## src/afip_pkg.sv

```systemverilog
`default_nettype none
// ----------------------------------------------------------------------------
// afip_pkg
// Shared constants, register indexes and beat payload types for the audio
// FIFO isochronous packetizer.
// ----------------------------------------------------------------------------
package afip_pkg;

  localparam int FIFO_PAIRS_DEF = 1024;
  localparam int MAX_FRAMES_DEF = 49;

  localparam int SAMPLE_W  = 16;
  localparam int PAIR_W    = 2 * SAMPLE_W;
  localparam int RATE_W    = 16;
  localparam int REG_IDX_W = 2;

  // Divide-by-1000 unit: the dividend is the rate, or remainder plus rate (17 bits).
  localparam int DIV_X_W    = 17;
  localparam int QUOT_W     = 7;
  localparam int REM_W      = 10;
  localparam int DIV_SHIFT  = 26;
  localparam int DIV_PROD_W = 2 * DIV_X_W;
  localparam logic [DIV_X_W-1:0] DIV_RECIP = 17'd67108;  // floor(2^26 / 1000)
  localparam logic [DIV_X_W-1:0] DIV_BASE  = 17'd1000;

  localparam logic [RATE_W-1:0] RATE_RESET = 16'd48000;

  localparam logic [REG_IDX_W-1:0] REG_SAMPLE_RATE    = 2'd0;
  localparam logic [REG_IDX_W-1:0] REG_DEVICE_MOUNTED = 2'd1;
  localparam logic [REG_IDX_W-1:0] REG_STREAM_ACTIVE  = 2'd2;

  localparam logic ACTION_PUSH   = 1'b0;
  localparam logic ACTION_PACKET = 1'b1;
  localparam logic KIND_ACK      = 1'b0;
  localparam logic KIND_FRAME    = 1'b1;

  typedef struct packed {
    logic                       action;
    logic signed [SAMPLE_W-1:0] left;
    logic signed [SAMPLE_W-1:0] right;
  } req_item_t;

  typedef struct packed {
    logic                       kind;
    logic                       accepted;
    logic signed [SAMPLE_W-1:0] frame_left;
    logic signed [SAMPLE_W-1:0] frame_right;
    logic                       padded;
    logic                       last;
  } rsp_item_t;

  typedef struct packed {
    logic [REG_IDX_W-1:0] reg_index;
    logic [RATE_W-1:0]    wr_data;
  } cfg_item_t;

  typedef struct packed {
    logic [QUOT_W-1:0] quot;
    logic [REM_W-1:0]  rem;
  } div_res_t;

endpackage : afip_pkg
`default_nettype wire

```

## src/afip_div1000.sv

```systemverilog
`default_nettype none
// ----------------------------------------------------------------------------
// afip_div1000
// Divide by 1000: registered reciprocal multiply, then one registered correction step.
// ----------------------------------------------------------------------------
module afip_div1000
  import afip_pkg::*;
(
  input  wire logic               clk,
  input  wire logic               rst,
  input  wire logic               start,
  input  wire logic [DIV_X_W-1:0] x,
  output logic                    done,
  output div_res_t                res
);

  logic                    prod_valid;
  logic [DIV_PROD_W-1:0]   prod;
  logic [DIV_X_W-1:0]      x_held;
  logic [QUOT_W-1:0]       q_est;
  logic [DIV_X_W-1:0]      r_est;
  div_res_t                res_next;

  // The estimate is the true quotient or one below it, so the remainder
  // stays under 2000 and one compare-and-subtract finishes the job.
  always_comb begin
    q_est = prod[DIV_SHIFT +: QUOT_W];
    r_est = x_held - DIV_X_W'(DIV_X_W'(q_est) * DIV_BASE);
    if (r_est >= DIV_BASE) begin
      res_next.quot = q_est + QUOT_W'(1);
      res_next.rem  = REM_W'(r_est - DIV_BASE);
    end else begin
      res_next.quot = q_est;
      res_next.rem  = REM_W'(r_est);
    end
  end

  always_ff @(posedge clk) begin
    if (rst) begin
      prod_valid <= 1'b0;
      done       <= 1'b0;
    end else begin
      prod_valid <= start;
      done       <= prod_valid;
    end
    if (start) begin
      prod   <= DIV_PROD_W'(x) * DIV_PROD_W'(DIV_RECIP);
      x_held <= x;
    end
    if (prod_valid) begin
      res <= res_next;
    end
  end

endmodule : afip_div1000
`default_nettype wire

```

## config.mk

```make
export PLATFORM = sky130hd
export DESIGN_NAME = afip_div1000
export DESIGN_NICKNAME = d
export VERILOG_FILES = /design/src/afip_pkg.sv /design/src/afip_div1000.sv
export SDC_FILE = /design/constraint.sdc
export NUM_CORES = 1
export LEC_CHECK = 0
export ABC_AREA = 1
export ABC_CLOCK_PERIOD_IN_PS = 4900
export BUFFER_PORTS_ARGS = -buffer_cell sky130_fd_sc_hd__buf_4
export CAP_MARGIN = 10
export CORE_MARGIN = 2
export CORE_UTILIZATION = 40
export CTS_CLUSTER_SIZE = 8
export DETAILED_ROUTE_END_ITERATION = 6
export PLACE_DENSITY = 0.55
export SYNTH_ARGS = -nofsm -noshare
export SYNTH_HDL_FRONTEND = slang
export SYNTH_SLANG_ARGS = --single-unit
```

## constraint.sdc

```tcl
create_clock -name clk -period 4.9 [get_ports clk]
set_clock_uncertainty 0.05 [all_clocks]
set_input_delay 0.49 -clock clk [delete_from_list [all_inputs] [get_ports clk]]
set_output_delay 0.49 -clock clk [all_outputs]
set_load 0.05 [all_outputs]
```

-- Word-level counts from Yosys, hierarchy flattened
Cells that the tools add are included.
- register bits after elaboration: 67
- output and inout port bits: 18
- $add $sub $neg: 3
- multipliers: 2
- order comparisons: 1
- multiplexer cells: 1
- operators by type and width (kind ; number):
    17-bit by 15-bit multiplier with 31-bit output (second input constant) ; 1
    17-bit by 10-bit greater-or-equal comparator with 1-bit output (second input constant) ; 1
    17-bit 2-to-1 mux ; 1
    17-bit subtractor ; 1
    7-bit by 7-bit multiplier with 14-bit output (second input constant) ; 1
    10-bit subtractor (second input constant) ; 1
    7-bit by 1-bit adder with 7-bit output (second input constant) ; 1

-- Depth between registers and ports, before layout
- depth after elaboration: 4
- gate-level depth with buffers: 29
- gate-level depth less buffers: 28

-- Worst setup path after synthesis
OpenSTA, ideal clock, no wires.
- path kind: register -> register
- start point: register prod[26]
- end point: register res[7] (netlist bit), data pin
- data arrival time: 4.895 ns
- setup slack: -0.299 ns
- stages on the path, launching flop included: 26
- buffers on the path: 1
- cells stage by stage: edfxtp_1 fa_1 fa_1 inv_1 fa_1 fa_1 inv_1 ha_1 a21oi_1 nand2_1 nand2_1 nand2_1 a31oi_1 xor2_1 ha_1 nand2_1 inv_1 a21oi_1 nand4_1 nand2_1 nand3_1 nor2_2 nand3_2 buf_4 a21oi_1 nor2_1
- RTL lines (element ; line ; source):
    start, declared ; afip_div1000.sv:18 ; logic [DIV_PROD_W-1:0] prod;
    start signal, assigned ; afip_div1000.sv:47 ; prod <= DIV_PROD_W'(x) * DIV_PROD_W'(DIV_RECIP);
    end signal, assigned ; afip_div1000.sv:51 ; res <= res_next;
    end, declared ; afip_div1000.sv:14 ; output div_res_t res

==> flow_summary_export.csv <==
group,metric,value,unit
run_status,status,"finished with violations",
run_status,violations,"negative setup slack",
logic_synthesis,syn_nets,1033,
layout,antenna_cells,0,
detailed_routing,route.detailed.drc,0,
placed_design,io_buffers,37,
logic_synthesis,yosys-top-cells-area,"ha_1 (31%), edfxtp_1 (18%), fa_1 (15%)",
worst_setup_path,worstSetupPathType,"reg2reg",
grt,grt_pass1_vias,5239,
hold_path,hp-class,"in2reg",
logic_synthesis,synth_seq_cells,43,
timing,rsz0062_at_grt,"true",
timing,setup_viol,14,
placed_design,dp_cells,1105,
floorplanning,initial_core_util,0.410,
floorplanning,die_area,18100,sq um
worst_setup_path,cp_slowest_cell,"fa_1",
detailed_routing,drt-pass1-iter-count,4,
worst_setup_path,rrSetupSlack,-0.37,ns
worst_setup_path,r2r-start,"prod[27]$_DFFE_PP_",
layout,final_cell_mix,"inv_1 (192), ha_1 (165), nand2_1 (125), buf_4 (102), fa_1 (51)",
grt,overflow,0,
logic_synthesis,avgSynthCellArea,8.58,sq um
worst_setup_path,r2r-end,"res[7]$_DFFE_PP_",
layout,syn_to_final_growth,21.5,%
worst_setup_path,required,4.90,ns
timing,final.min_clock_period,5.27,ns
timing,max_freq,190,MHz
clocking,clockBufferDepth,2,
placed_design,dpl_cell_area,7820,sq um
floorplanning,die-width,134,um
clocking,cts_sinks,43,
layout,final-instance-count-excl-fill,1124,
worst_setup_path,crit_family,"adder cells",
floorplanning,row_count,47,
layout,utilization,0.498,
worst_setup_path,ff2ff_path_depth,27,
placed_design,gp_congestion,0.915,
detailed_routing,num_vias,5192,
grt,grt_first_pass_wirelength,25200,um
clocking,worstSkewPairLatency,0.29,ns
detailed_routing,avgRoutedWirePerCell,13.3,um
layout,fillers,1624,
grt,grtUsageTotal,0.177,
logic_synthesis,yosysTopAreaCell,"ha_1",
logic_synthesis,synth_warnings,0,
layout,finish.instance_area,8260,sq um
layout,final_layout_size_suffix_gt1_frac,0.183,
hold_path,hold_path.startpoint,"rst",
floorplanning,die_height,134,um
detailed_routing,drtAntennaViolNets,0,
clocking,numCtsBuffers,5,
worst_setup_path,worst-endpoint-arrival,5.27,ns
clocking,cts_tree,"built",
logic_synthesis,synth_seq_area_share,0.187,
timing,relSlewSlack,0.492,
grt,grt_start_max_net_pins,26,
worst_setup_path,path_max_fanout,10,
logic_synthesis,synth_area,6800,sq um
worst_setup_path,start_kind,"register",
run,maxCapViolCount,0,
timing,finalCritPeriodShare,1.08,
floorplanning,core,16600,sq um
grt,antenna_found_initial,0,
clocking,cts-root-buf,"clkbuf_16",
logic_synthesis,synth_top_cell_area_share,0.311,
worst_setup_path,endpoint_kind,"register",
layout,seq_area,1270,sq um
detailed_routing,viasPerCell,4.62,
timing,fin_setup_tns,-4.81,ns
timing,final_max_slew_viol_count,0,
timing,hold_viol,0,
clocking,holdBufCountCts,0,
timing,worst_slew_pin_slew,0.760,ns
worst_setup_path,cpPeakStageDelay,0.55,ns
floorplanning,io_pins,38,
logic_synthesis,netlist_instances,793,
placed_design,dp_hpwl,13300,um
clocking,cts.clk_slew.worst_paths,0.07,ns
hold_path,min_to,"done$_SDFF_PP0_",
logic_synthesis,ys_types,32,
worst_setup_path,crit_path_frequent_cell,"fa_1",
hold_path,whs_path_depth,2,
layout,final_common_cell,"inv_1",
detailed_routing,first_iter_violations,191,
detailed_routing,wl,15000,um
layout,multi_input_area,4950,sq um
layout,nNetsFinal,1143,
timing,setup_ws,-0.370,ns
clocking,cts.htree.levels,2,
worst_setup_path,critPathBufInv,4,
-- sequential cells by signal, summed over array words and instances (netlist names) --
signal      cells
x_held         17
prod_valid      1
res            17
done            1
prod            7
-- cell families after synthesis --
logic type	share of synthesized area
xor gates and xnor gates	0.0309
AOI/OAI and AO/OA	0.0638
adders and majority gates	0.461
DFF	0.187
buffers and inverters	0.113
and+or+nand+nor	0.144
-- cells in the mapped netlist (all sizes together) --
| master | count |
|---|---|
| inv | 200 |
| ha | 169 |
| nand2 | 140 |
| fa | 51 |
| edfxtp | 41 |
| a21oi | 37 |
| nor2 | 36 |
| nand3 | 31 |
| o21ai | 16 |
| xor2 | 16 |
| nand4 | 12 |
| xnor2 | 8 |
| nor3 | 7 |
| a21boi | 4 |
| a21o | 4 |
| a31oi | 4 |
| o211ai | 3 |
| buf | 2 |
| dfxtp | 2 |
| nand3b | 2 |
| o21a | 2 |
| a221oi | 1 |
| a31o | 1 |
| nor4 | 1 |
| o2111ai | 1 |
| o21bai | 1 |
| o221ai | 1 |
-- worst max path at each step --
stage / cells after the start / from / to
after floorplan: 28 / prod[28]$_DFFE_PP_ / res[5]$_DFFE_PP_
after global placement: 28 / prod[28]$_DFFE_PP_ / res[5]$_DFFE_PP_
after detailed placement: 28 / prod[28]$_DFFE_PP_ / res[7]$_DFFE_PP_
after CTS: 28 / prod[26]$_DFFE_PP_ / res[7]$_DFFE_PP_
after global routing: 28 / prod[27]$_DFFE_PP_ / res[5]$_DFFE_PP_
final: 27 / prod[27]$_DFFE_PP_ / res[7]$_DFFE_PP_
-- timing repair --
action                     4_1_cts  5_1_grt
pin swaps                        3       15
hold endpoints to repair         0        0
setup endpoints to repair       14       14
resized for setup                5       34
buffers inserted                 4        5
gates cloned                     0        2
-- through the flow --
step | setup slack [ns] | hold slack (ns)
after global placement | -0.291 | 0.452
final | -0.370 | 0.302
after CTS | -0.288 | 0.305
after detailed placement | -0.365 | 0.447
after global routing | -0.606 | 0.311
after floorplan | -0.0749 | 0.377
-- routing by layer --
metal,global-route usage,up-vias,share of wire
li1,-,2767,-
met4,0.0263,0,0.013
met3,0.0132,16,0.013
met1,0.222,2368,0.45
met2,0.336,41,0.52
met5,0,-,0
-- layout make-up --
class / instances / share of cell area
clock buffers: 5 / 0.0151
clock inverters: 3 / 0.00576
inverters: 200 / 0.0909
multi-input cells: 548 / 0.600
flip-flops and latches: 43 / 0.154
well taps: 220 / 0.0333
repair buffers: 105 / 0.101
Power is not shown: default switching activity piles up to over one toggle a cycle in this logic, so the estimate is an artifact.
